**src/design/i2c_mbe_pkg.sv**
```systemverilog
// Shared types and constants for the I2C master byte engine.
package i2c_mbe_pkg;

  localparam int BITS_PER_BYTE = 8;
  localparam int PHASE_W       = 5;
  // Bit loop bounds: a write loops while below its end (three ticks per bit),
  // a read loops up to and including its end (two ticks per bit)
  localparam logic [PHASE_W-1:0] WR_BITS_END = PHASE_W'(3 * BITS_PER_BYTE);
  localparam logic [PHASE_W-1:0] RD_BITS_END = PHASE_W'(2 * BITS_PER_BYTE);

  typedef enum logic [2:0] {
    OP_IDLE  = 3'd0,
    OP_START = 3'd1,
    OP_STOP  = 3'd2,
    OP_WRITE = 3'd3,
    OP_READ  = 3'd4
  } op_e;

  typedef enum logic [1:0] {
    SUB_DATA = 2'd0,
    SUB_RISE = 2'd1,
    SUB_FALL = 2'd2
  } sub_e;

  typedef struct packed {
    logic [2:0]               command;
    logic [BITS_PER_BYTE-1:0] tx_byte;
    logic                     send_ack;
    logic                     sda_in;
  } in_item_t;

  typedef struct packed {
    logic                     scl_out;
    logic                     sda_out;
    logic                     busy_res;
    logic                     done_res;
    logic [BITS_PER_BYTE-1:0] rx_byte;
    logic                     ack_level;
  } out_item_t;

  typedef struct packed {
    op_e                      op;
    logic [PHASE_W-1:0]       phase;
    sub_e                     sub;
    logic [BITS_PER_BYTE-1:0] shift_out;
    logic [BITS_PER_BYTE-1:0] shift_in;
    logic                     ack_req;
    logic                     ack_seen;
    logic                     scl;
    logic                     sda;
  } eng_state_t;

endpackage

```
**src/design/i2c_mbe_step.sv**
```systemverilog
// Per-tick pin action logic: next engine state and result item.
module i2c_mbe_step import i2c_mbe_pkg::*; (
  input  eng_state_t cur_i,
  input  in_item_t   item_i,
  output eng_state_t nxt_o,
  output out_item_t  res_o
);

  logic               start;
  logic               last;
  logic               active;
  op_e                op;
  logic [PHASE_W-1:0] p;
  sub_e               r;
  eng_state_t         nxt;

  // Command decode: only taken while idle, unused codes are ignored
  always_comb begin
    start = (cur_i.op == OP_IDLE) &&
            (item_i.command >= OP_START) && (item_i.command <= OP_READ);
    op    = start ? op_e'(item_i.command) : cur_i.op;
    p     = start ? '0 : cur_i.phase;
    r     = start ? SUB_DATA : cur_i.sub;
  end

  // Pin action for the current phase
  always_comb begin
    nxt          = cur_i;
    nxt.op       = op;
    last         = 1'b0;
    active       = (op != OP_IDLE);
    if (start && op == OP_WRITE) nxt.shift_out = item_i.tx_byte;
    if (start && op == OP_READ)  nxt.ack_req   = item_i.send_ack;

    case (op)
      OP_START: begin
        case (p)
          PHASE_W'(0): nxt.sda = 1'b1;
          PHASE_W'(1): nxt.scl = 1'b1;
          PHASE_W'(2): nxt.sda = 1'b0;
          default:     nxt.scl = 1'b0;
        endcase
        last = (p >= PHASE_W'(3));
      end
      OP_STOP: begin
        case (p)
          PHASE_W'(0): nxt.sda = 1'b0;
          PHASE_W'(1): nxt.scl = 1'b1;
          default:     nxt.sda = 1'b1;
        endcase
        last = (p >= PHASE_W'(2));
      end
      OP_WRITE: begin
        if (p < WR_BITS_END) begin
          case (r)
            SUB_DATA: nxt.sda = nxt.shift_out[BITS_PER_BYTE-1];
            SUB_RISE: begin
              nxt.scl       = 1'b1;
              nxt.shift_out = {nxt.shift_out[BITS_PER_BYTE-2:0], 1'b0};
            end
            default:  nxt.scl = 1'b0;
          endcase
        end else if (p == WR_BITS_END) begin
          nxt.sda = 1'b1;
        end else if (p == WR_BITS_END + PHASE_W'(1)) begin
          nxt.scl      = 1'b1;
          nxt.ack_seen = item_i.sda_in;
        end else begin
          nxt.scl = 1'b0;
        end
        last = (p >= WR_BITS_END + PHASE_W'(2));
      end
      OP_READ: begin
        if (p == '0) begin
          nxt.sda      = 1'b1;
          nxt.shift_in = '0;
        end else if (p <= RD_BITS_END) begin
          // odd phases raise SCL and sample, even phases lower it
          if (p[0]) begin
            nxt.scl      = 1'b1;
            nxt.shift_in = {cur_i.shift_in[BITS_PER_BYTE-2:0], item_i.sda_in};
          end else begin
            nxt.scl = 1'b0;
          end
        end else if (p == RD_BITS_END + PHASE_W'(1)) begin
          nxt.sda = ~nxt.ack_req;
        end else if (p == RD_BITS_END + PHASE_W'(2)) begin
          nxt.scl = 1'b1;
        end else if (p == RD_BITS_END + PHASE_W'(3)) begin
          nxt.scl = 1'b0;
        end else begin
          nxt.sda = 1'b1;
        end
        last = (p >= RD_BITS_END + PHASE_W'(4));
      end
      default: begin
        last = 1'b0;
      end
    endcase

    // Sequence bookkeeping
    if (active && last) begin
      nxt.op    = OP_IDLE;
      nxt.phase = '0;
      nxt.sub   = SUB_DATA;
    end else if (active) begin
      nxt.phase = p + PHASE_W'(1);
      case (r)
        SUB_DATA: nxt.sub = SUB_RISE;
        SUB_RISE: nxt.sub = SUB_FALL;
        default:  nxt.sub = SUB_DATA;
      endcase
    end
  end

  assign nxt_o = nxt;

  // Result item reflects the levels after this tick
  assign res_o = '{
    scl_out:   nxt.scl,
    sda_out:   nxt.sda,
    busy_res:  (nxt.op != OP_IDLE),
    done_res:  active && last,
    rx_byte:   nxt.shift_in,
    ack_level: nxt.ack_seen
  };

endmodule

```
**src/design/i2c_mbe_skid.sv**
```systemverilog
// Output register with a skid stage for the result channel.
module i2c_mbe_skid import i2c_mbe_pkg::*; (
  input  logic      clk_i,
  input  logic      rst_ni,
  input  logic      in_valid_i,
  output logic      in_stall_o,
  input  out_item_t in_data_i,
  output logic      out_valid_o,
  input  logic      out_stall_i,
  output out_item_t out_data_o
);

  logic      out_valid_q, out_valid_d;
  logic      skid_valid_q, skid_valid_d;
  out_item_t out_data_q, out_data_d;
  out_item_t skid_data_q, skid_data_d;
  logic      push, pop;

  assign in_stall_o = skid_valid_q;
  assign push       = in_valid_i && !skid_valid_q;
  assign pop        = out_valid_q && !out_stall_i;

  // Next-state for the two slots
  always_comb begin
    out_valid_d  = out_valid_q;
    out_data_d   = out_data_q;
    skid_valid_d = skid_valid_q;
    skid_data_d  = skid_data_q;
    if (skid_valid_q) begin
      if (pop) begin
        out_data_d   = skid_data_q;
        skid_valid_d = 1'b0;
      end
    end else if (push) begin
      if (!out_valid_q || pop) begin
        out_valid_d = 1'b1;
        out_data_d  = in_data_i;
      end else begin
        skid_valid_d = 1'b1;
        skid_data_d  = in_data_i;
      end
    end else if (pop) begin
      out_valid_d = 1'b0;
    end
  end

  // Control flops
  always_ff @(posedge clk_i or negedge rst_ni) begin
    if (!rst_ni) begin
      out_valid_q  <= 1'b0;
      skid_valid_q <= 1'b0;
    end else begin
      out_valid_q  <= out_valid_d;
      skid_valid_q <= skid_valid_d;
    end
  end

  // Payload flops
  always_ff @(posedge clk_i) begin
    out_data_q  <= out_data_d;
    skid_data_q <= skid_data_d;
  end

  assign out_valid_o = out_valid_q;
  assign out_data_o  = out_data_q;

endmodule

```
**src/design/i2c_mbe_state.sv**
```systemverilog
// Engine state register, advanced once per accepted tick.
module i2c_mbe_state import i2c_mbe_pkg::*; (
  input  logic       clk_i,
  input  logic       rst_ni,
  input  logic       adv_i,
  input  eng_state_t nxt_i,
  output eng_state_t cur_o
);

  eng_state_t st_q, st_d;

  assign st_d = adv_i ? nxt_i : st_q;

  always_ff @(posedge clk_i or negedge rst_ni) begin
    if (!rst_ni) begin
      st_q <= '{
        op:        OP_IDLE,
        phase:     '0,
        sub:       SUB_DATA,
        shift_out: '0,
        shift_in:  '0,
        ack_req:   1'b0,
        ack_seen:  1'b1,
        scl:       1'b1,
        sda:       1'b1
      };
    end else begin
      st_q <= st_d;
    end
  end

  assign cur_o = st_q;

endmodule

```
**src/design/i2c_master_byte_engine_unit.sv**
```systemverilog
// I2C master byte engine: one pin action per tick, with a registered result per tick.
// Throughput: one tick per cycle while the skid slot is empty; the state update is a
// single pass of the action logic. A two-deep output buffer (output slot, skid slot)
// takes one more result while the result side stalls, then stalls the input.
// Reset: engine idle, SCL and SDA released high, ack level high, no results pending.
module i2c_master_byte_engine_unit import i2c_mbe_pkg::*; (
  input  logic      clk_i,
  input  logic      rst_ni,
  input  logic      in_valid_i,
  output logic      in_stall_o,
  input  in_item_t  in_data_i,
  output logic      out_valid_o,
  input  logic      out_stall_i,
  output out_item_t out_data_o
);

  eng_state_t cur, nxt;
  out_item_t  res;
  logic       accept;

  assign accept = in_valid_i && !in_stall_o;

  i2c_mbe_state u_state (
    .clk_i  (clk_i),
    .rst_ni (rst_ni),
    .adv_i  (accept),
    .nxt_i  (nxt),
    .cur_o  (cur)
  );

  i2c_mbe_step u_step (
    .cur_i  (cur),
    .item_i (in_data_i),
    .nxt_o  (nxt),
    .res_o  (res)
  );

  i2c_mbe_skid u_skid (
    .clk_i       (clk_i),
    .rst_ni      (rst_ni),
    .in_valid_i  (in_valid_i),
    .in_stall_o  (in_stall_o),
    .in_data_i   (res),
    .out_valid_o (out_valid_o),
    .out_stall_i (out_stall_i),
    .out_data_o  (out_data_o)
  );

endmodule

```
**config.mk**
```make
export PLATFORM = sky130hd
export DESIGN_NAME = i2c_master_byte_engine_unit
export DESIGN_NICKNAME = d
export VERILOG_FILES = /design/src/design/i2c_mbe_pkg.sv /design/src/design/i2c_mbe_step.sv /design/src/design/i2c_mbe_skid.sv /design/src/design/i2c_mbe_state.sv /design/src/design/i2c_master_byte_engine_unit.sv
export SDC_FILE = /design/constraint.sdc
export NUM_CORES = 1
export LEC_CHECK = 0
export BUFFER_PORTS_ARGS = -buffer_cell sky130_fd_sc_hd__buf_2
export CORE_ASPECT_RATIO = 0.7
export CORE_UTILIZATION = 30
export DETAILED_ROUTE_END_ITERATION = 6
export GPL_TIMING_DRIVEN = 0
export PLACE_DENSITY_LB_ADDON = 0.2
export SLEW_MARGIN = 20
export SYNTH_ARGS = -nofsm -noshare
export SYNTH_HDL_FRONTEND = slang
export SYNTH_HIERARCHICAL = 1
export SYNTH_SLANG_ARGS = --single-unit
```
**constraint.sdc**
```tcl
create_clock -name clk_i -period 7.2 [get_ports clk_i]
set_input_delay 2.16 -clock clk_i [delete_from_list [all_inputs] [get_ports clk_i]]
set_output_delay 2.16 -clock clk_i [all_outputs]
set_load 0.005 [all_outputs]
```
==> impl_metrics.json, run 1 <==
{
  "path_depth": 10,
  "syn_area_per_cell_um2": 11.29,
  "ir_drop_mv": 0.1492,
  "r2r_slack_ns": 3.91,
  "timing.setup.tns_ns": 0,
  "drive_gt1_share_pct": 33.81,
  "gp_routability_congestion": 0.8700,
  "dp_slack_ns": 2.306,
  "fp.dieH_um": 91.91,
  "worstPathMaxFanout": 10,
  "netlist_instances": 307,
  "grt_start_max_net_pins": 33,
  "diodes": 0,
  "clkTransAtPathRegs_ns": 0.05,
  "synthToLayoutAreaGrowth_pct": 18.56,
  "clock-root-buffer": "clkbuf_16",
  "cts_setup_buffers": 0,
  "r2r_start": "u_state/cur_o[28]",
  "io_buffers": 29,
  "fin_crit_sh_pct": 63.94,
  "row_count": 32,
  "drtIter0Drc": 147,
  "multi_input_area_um2": 1655,
  "syn-cell-area_um2": 3465,
  "die_area_um2": 11990,
  "rsz0062_at_grt": "no",
  "drv_slew": 0,
  "cts-resized-gates": 0,
  "dieWidth_um": 130.4,
  "netlist_top_cells_count": "mux2_4 (37), dfrtp_1 (29), nor2_1 (28)",
  "seqCellArea_um2": 1585,
  "cts_hold_buf": 0,
  "fin_ws_ns": 2.596,
  "maxCapViolations": 0,
  "grt_util_all_layers_pct": 14.23,
  "skew_ns": 0.004443,
  "critPathMaxStageDelay_ns": 0.51,
  "end_kind": "flip-flop",
  "yosysMostFrequentCell": "mux2_4",
  "critical_path_class": "in2reg",
  "ant_nets": 0,
  "slew_headroom_pct": 47.34,
  "yosysSeqAreaShare_pct": 45.76,
  "grt_pass1_wl_um": 12750,
  "rr_worst_depth": 9,
  "synth_edf_count": 26,
  "ys_types": 51,
  "critical_path.slowest_cell": "or4_1",
  "initial_utilization_pct": 31.13,
  "setup_viol": 0,
  "place_inst": 489,
  "ctsLongestPathBuffers": 2,
  "worstPathArrival_ns": 4.68,
  "finalHoldViolations": 0,
  "yosys.area.top_type": "edfxtp_1",
  "max_freq_mhz": 217.2,
  "outcome": "complete, no violations",
  "p_leak_nw": 1.710,
  "fillers": 1155,
  "ys_seq_elements": 58,
  "syn-num-nets": 324,
  "worstMarginPinSlew_ns": 0.7852,
  "drt-wirelength-per-cell_um": 14.96,
  "hold_path_class": "reg2reg",
  "crit_path_start": "in_data_i[10]",
  "layout.cells.non_filler": 505,
  "required_ns": 7.28,
  "power_w": 0.001984,
  "drt_pre_antenna_iters": 4,
  "ys_top_cells_by_area": "edfxtp_1 (23%), dfrtp_1 (21%), mux2_4 (16%)",
  "dr_total_vias": 2467,
  "finalNetCount": 364,
  "grt-ovfl-total": 0,
  "power_density_nw_per_um2": 483.1,
  "finish.utilization_pct": 36.90,
  "drc_errors": 0,
  "path_buf_inv": 3,
  "yosys_warnings": 6,
  "cts_tree": "built",
  "grt_pass1_vias": 2363,
  "crit_chain": "buf_2 -> or3_4 -> and3_1 -> buf_6 -> or4_1 -> a311oi_1 -> nor3b_2 -> a211oi_1 -> buf_4 -> mux2_4",
  "dp_hpwl_um": 5344,
  "cts.sinks": 58,
  "ys_async_sr_fraction_pct": 55.17,
  "drt-vias-per-instance": 4.885,
  "cp-start-kind": "input pin",
  "min_period_ns": 4.604,
  "crit_end": "u_skid/out_data_o[11]",
  "path_delay_family": "simple AND/OR/NAND/NOR gates",
  "core_area_um2": 11130,
  "netlist.area_leader.share_pct": 22.54,
  "antenna_found_initial": 0,
  "numCtsBuffers": 9,
  "synthFlopType": "dfrtp_1",
  "clk_latency_ns": 0.33,
  "ios": 32,
  "wirelength_um": 7554,
  "r2r-end": "u_skid/out_data_o[1]",
  "h-tree-depth": 3
}
-- worst reg2reg max path, cell delays in order, from the launching register on --
cell and delay [ns]:
dfrtp_1 0.38, clkbuf_1 0.21, nor3_1 0.57, and3_1 0.27, buf_6 0.15, nor2_1 0.17, a21oi_1 0.65, a21oi_1 0.20
buf_4 0.19, mux2_4 0.26
-- worst min-delay path by stage --
| stage | from | end | slack, ns | cells past startpoint |
|---|---|---|---|---|
| floorplan | u_state/cur_o[19] | u_state/cur_o[19] | 0.48 | 1 |
| global placement | u_state/cur_o[19] | u_state/cur_o[19] | 0.49 | 1 |
| detailed placement | u_state/cur_o[17] | u_state/cur_o[17] | 0.49 | 1 |
| CTS | u_state/cur_o[19] | u_state/cur_o[19] | 0.51 | 1 |
| global route | u_state/cur_o[17] | u_state/cur_o[17] | 0.53 | 1 |
| finish | u_state/cur_o[19] | u_state/cur_o[19] | 0.50 | 1 |
-- logic make-up (layout without fill, tap and decap cells) --
logic type / count (synthesis) / after routing / share of synthesized area [%]
AO/OA/AOI/OAI: 70 / 70 / 12.24
flip-flops: 58 / 58 / 45.76
XOR/XNOR: 1 / 1 / 0.2528
buffers and inverters: 35 / 80 / 6.789
multiplexers: 58 / 58 / 22.39
AND/OR/NAND/NOR: 85 / 85 / 12.57
-- area by class of cell --
class | count | area share, %
plain buffers | 29 | 5.178
repair buffers | 29 | 3.533
flip-flops and latches | 58 | 38.59
multi-input cells | 214 | 40.30
clock buffers | 9 | 5.483
clock inverters | 7 | 1.706
inverters | 6 | 0.5483
well taps | 153 | 4.660
-- power breakdown --
part	leakage [nW]	switching [W]	internal (W)
combinational	0.919	0.000472	0.000488
sequential	0.646	0.0000821	0.000522
clock	0.145	0.000154	0.000266
total	1.71	0.000708	0.00128
-- registers in the layout (all words and copies together) (netlist names) --
| name | flops |
|---|---|
| u_skid/in_stall_o | 1 |
| u_state/cur_o | 30 |
| u_skid/out_valid_o | 1 |
| u_skid/skid_data_q | 13 |
| u_skid/out_data_o | 13 |
-- metrics by stage --
step | hold WS [ns] | cell area [um2]
2_1_floorplan | 0.4753 | 3465
3_3_place_gp | 0.4905 | 3801
3_5_place_dp | 0.4943 | 3805
4_1_cts | 0.5061 | 4100
5_1_grt | 0.5265 | 4108
6_report | 0.5036 | 4108
-- layout by cell type (no fill, tap or decap), types with 9 or more instances in the layout --
| cell type | Yosys | routed |
|---|---|---|
| buf_4 | 11 | 11 |
| nand2_1 | 20 | 20 |
| nor2_1 | 28 | 27 |
| buf_2 | 1 | 30 |
| mux2_4 | 37 | 37 |
| dfrtp_1 | 29 | 29 |
| edfxtp_1 | 26 | 26 |
| o21ai_0 | 16 | 16 |
| a21oi_1 | 26 | 26 |
| mux2i_1 | 13 | 13 |
| clkbuf_16 | 0 | 9 |
| clkbuf_1 | 10 | 10 |
-- layer usage --
metal	share of wire [%]	GRT usage (%)
met5	0	0
met4	1.4	4.502
met3	5.1	4.726
met2	39	18.84
met1	54	21.28
Power figures use the tool's default switching activity.
==> run 2, diff against run 1 <==
Settings changed: ABC_AREA set to 1.
Clock period 7.2 ns to 4.2 ns, I/O delays scaled along.
==> run 2 against run 1 <==
Power grew 62%. Synthesized cell count grew 44%. Clock power grew 85%.
==> impl_metrics.json, run 2 <==
{
  "outcome": "complete, no violations",
  "worstMarginPinSlew_ns": 0.7976,
  "rsz0062_at_grt": "no",
  "drc_errors": 0,
  "ctsLongestPathBuffers": 2,
  "grt_pass1_vias": 2683,
  "io_buffers": 31,
  "cts.sinks": 58,
  "critical_path_class": "in2reg",
  "dp_slack_ns": 0.8302,
  "worstPathMaxFanout": 10,
  "diodes": 0,
  "grt-ovfl-total": 0,
  "ios": 32,
  "yosys.area.top_type": "edfxtp_1",
  "required_ns": 4.28,
  "netlist_top_cells_count": "nand2_1 (188), inv_1 (41), dfrtp_1 (29)",
  "grt_start_max_net_pins": 33,
  "largest_reg_flops": 30,
  "drive_gt1_share_pct": 21.93,
  "skew_ns": 0.005068,
  "ys_top_cells_by_area": "edfxtp_1 (23%), dfrtp_1 (21%), nand2_1 (21%)",
  "synth_edf_count": 26,
  "syn-num-nets": 458,
  "maxCapViolations": 0,
  "timing.setup.tns_ns": 0,
  "syn_area_per_cell_um2": 7.675,
  "fp.dieH_um": 90.87,
  "h-tree-depth": 3,
  "dr_total_vias": 2794,
  "holdWs_ns": 0.4693,
  "fin_ws_ns": 1.136,
  "gp_routability_congestion": 0.8477,
  "drt_pre_antenna_iters": 4,
  "netlist_instances": 441,
  "cts_setup_buffers": 0,
  "cts-resized-gates": 0,
  "cts_tree": "built",
  "syn-cell-area_um2": 3384,
  "drt-vias-per-instance": 4.359,
  "ys_types": 32,
  "worstPathArrival_ns": 3.15,
  "hold_path_class": "reg2reg",
  "finalNetCount": 500,
  "ys_async_sr_fraction_pct": 55.17,
  "ir_drop_mv": 0.3206,
  "grt_pass1_wl_um": 13430,
  "initial_utilization_pct": 30.74,
  "crit_chain": "buf_2 -> nor2_1 -> nand2_1 -> nand3_2 -> buf_4 -> o21ai_2 -> nand2_1 -> buf_2 -> nand3_1 -> nand2_1 -> nand2_1 -> o21ai_0 -> nand4_1 -> buf_4 -> nand2_1 -> nand2_1",
  "row_count": 32,
  "final_cell_mix": "nand2_1 (188), inv_1 (41), buf_2 (38), dfrtp_1 (29), edfxtp_1 (26)",
  "min_period_ns": 3.064,
  "numCtsBuffers": 9,
  "power_density_nw_per_um2": 795.2,
  "fin_crit_sh_pct": 72.95,
  "slew_headroom_pct": 46.83,
  "path_delay_family": "simple AND/OR/NAND/NOR gates",
  "cts_hold_buf": 0,
  "ys_seq_elements": 58,
  "clk_latency_ns": 0.33,
  "critical_path.slowest_cell": "buf_2",
  "p_leak_nw": 2.003,
  "ant_nets": 0,
  "end_kind": "flip-flop",
  "cp-start-kind": "input pin",
  "critPathMaxStageDelay_ns": 0.25,
  "wirelength_um": 7938,
  "drt-wirelength-per-cell_um": 12.38,
  "max_freq_mhz": 326.4,
  "fillers": 1143,
  "clock-root-buffer": "clkbuf_16",
  "cpMostUsedCell": "nand2_1",
  "core_area_um2": 11010,
  "final_common_cell": "nand2_1",
  "synthFlopType": "dfrtp_1",
  "path_buf_inv": 4,
  "dieWidth_um": 129.0,
  "finalHoldViolations": 0,
  "dp_hpwl_um": 5883,
  "yosys_warnings": 6,
  "antenna_found_initial": 0,
  "yosysSeqAreaShare_pct": 46.84,
  "drv_slew": 0,
  "netlist.area_leader.share_pct": 23.07,
  "setup_viol": 0,
  "drtIter0Drc": 139,
  "yosysMostFrequentCell": "nand2_1",
  "grt_util_all_layers_pct": 15.30,
  "finish.utilization_pct": 36.81,
  "die_area_um2": 11720,
  "clkTransAtPathRegs_ns": 0.05,
  "synthToLayoutAreaGrowth_pct": 19.74
}
==> run 2: changes by cell type after synthesis, moves of 5 or more <==
cell and change:
mux2_4 -37, nand3_1 +10, o21ai_1 +5, inv_1 +35, mux2_2 -8, or2_2 +6
a21oi_1 -15, clkbuf_1 -10, nand2_2 +8, nand4_1 +6, mux2i_1 -7, buf_2 +6
nand2_1 +168
==> run 2: per-layer routing <==
layer / vias to the layer above / track usage (%) / share of wire, %
met2: 48 / 20.95 / 40
met4: 0 / 5.294 / 0.49
met5: - / 0 / 0
met1: 1265 / 21.96 / 56
li1: 1479 / - / -
met3: 2 / 5.332 / 3.9
==> run 2: worst min-delay path, stage by stage (launching register included) <==
cell,delay [ns]
dfrtp_1,0.34
nand2_1,0.05
nand2_1,0.05
==> run 2: cell families (layout without fill, tap and decap cells) <==
logic type	Yosys count	after routing	share of synthesized area, %
mux	6	6	1.775
flops	58	58	46.84
compound gates	49	49	8.466
simple gates	259	259	32.68
buf+inv	69	116	10.24
==> run 2: cell type report <==
| class | instances | area [um2] | share of cell area [%] |
|---|---|---|---|
| well taps | 153 | 191.4 | 4.724 |
| inverters | 46 | 177.7 | 4.384 |
| flip-flops and latches | 58 | 1585 | 39.12 |
| plain buffers | 23 | 168.9 | 4.168 |
| repair buffers | 31 | 155.1 | 3.828 |
| clock buffers | 9 | 225.2 | 5.557 |
| clock inverters | 7 | 93.84 | 2.316 |
| multi-input cells | 314 | 1455 | 35.91 |
==> run 2: final timing paths <==
check	cells after the start	startpoint	slack, ns	end
worst min register to register	2	u_state/cur_o[11]	0.47	u_state/cur_o[11]
worst max register to register	13	u_state/cur_o[27]	1.73	u_skid/out_data_o[1]
min in group asynchronous	1	rst_ni	1.01	u_skid/out_valid_o
max in group asynchronous	1	rst_ni	2.67	u_state/cur_o[22]
worst min-delay path	2	u_state/cur_o[11]	0.47	u_state/cur_o[11]
worst max-delay path	16	in_data_i[11]	1.14	u_skid/out_data_o[12]
==> run 2: where the power goes <==
| part | switching (W) | internal (W) | leakage, nW | total, W |
|---|---|---|---|---|
| Combinational | 0.000887 | 0.000531 | 1.19 | 0.00142 |
| Sequential | 0.000135 | 0.000891 | 0.663 | 0.00103 |
| Clock | 0.000261 | 0.000517 | 0.151 | 0.000778 |
| Total | 0.00128 | 0.00194 | 2.00 | 0.00322 |
==> run 2: per-stage QoR <==
step | instance area [um2] | instances | power [W]
after detailed placement | 3731 | 625 | 0.002452
after CTS | 4050 | 641 | 0.003253
after floorplan | 3385 | 441 | 0.002068
after global placement | 3731 | 625 | 0.002431
after global routing | 4053 | 641 | 0.003505
final | 4053 | 641 | 0.003223
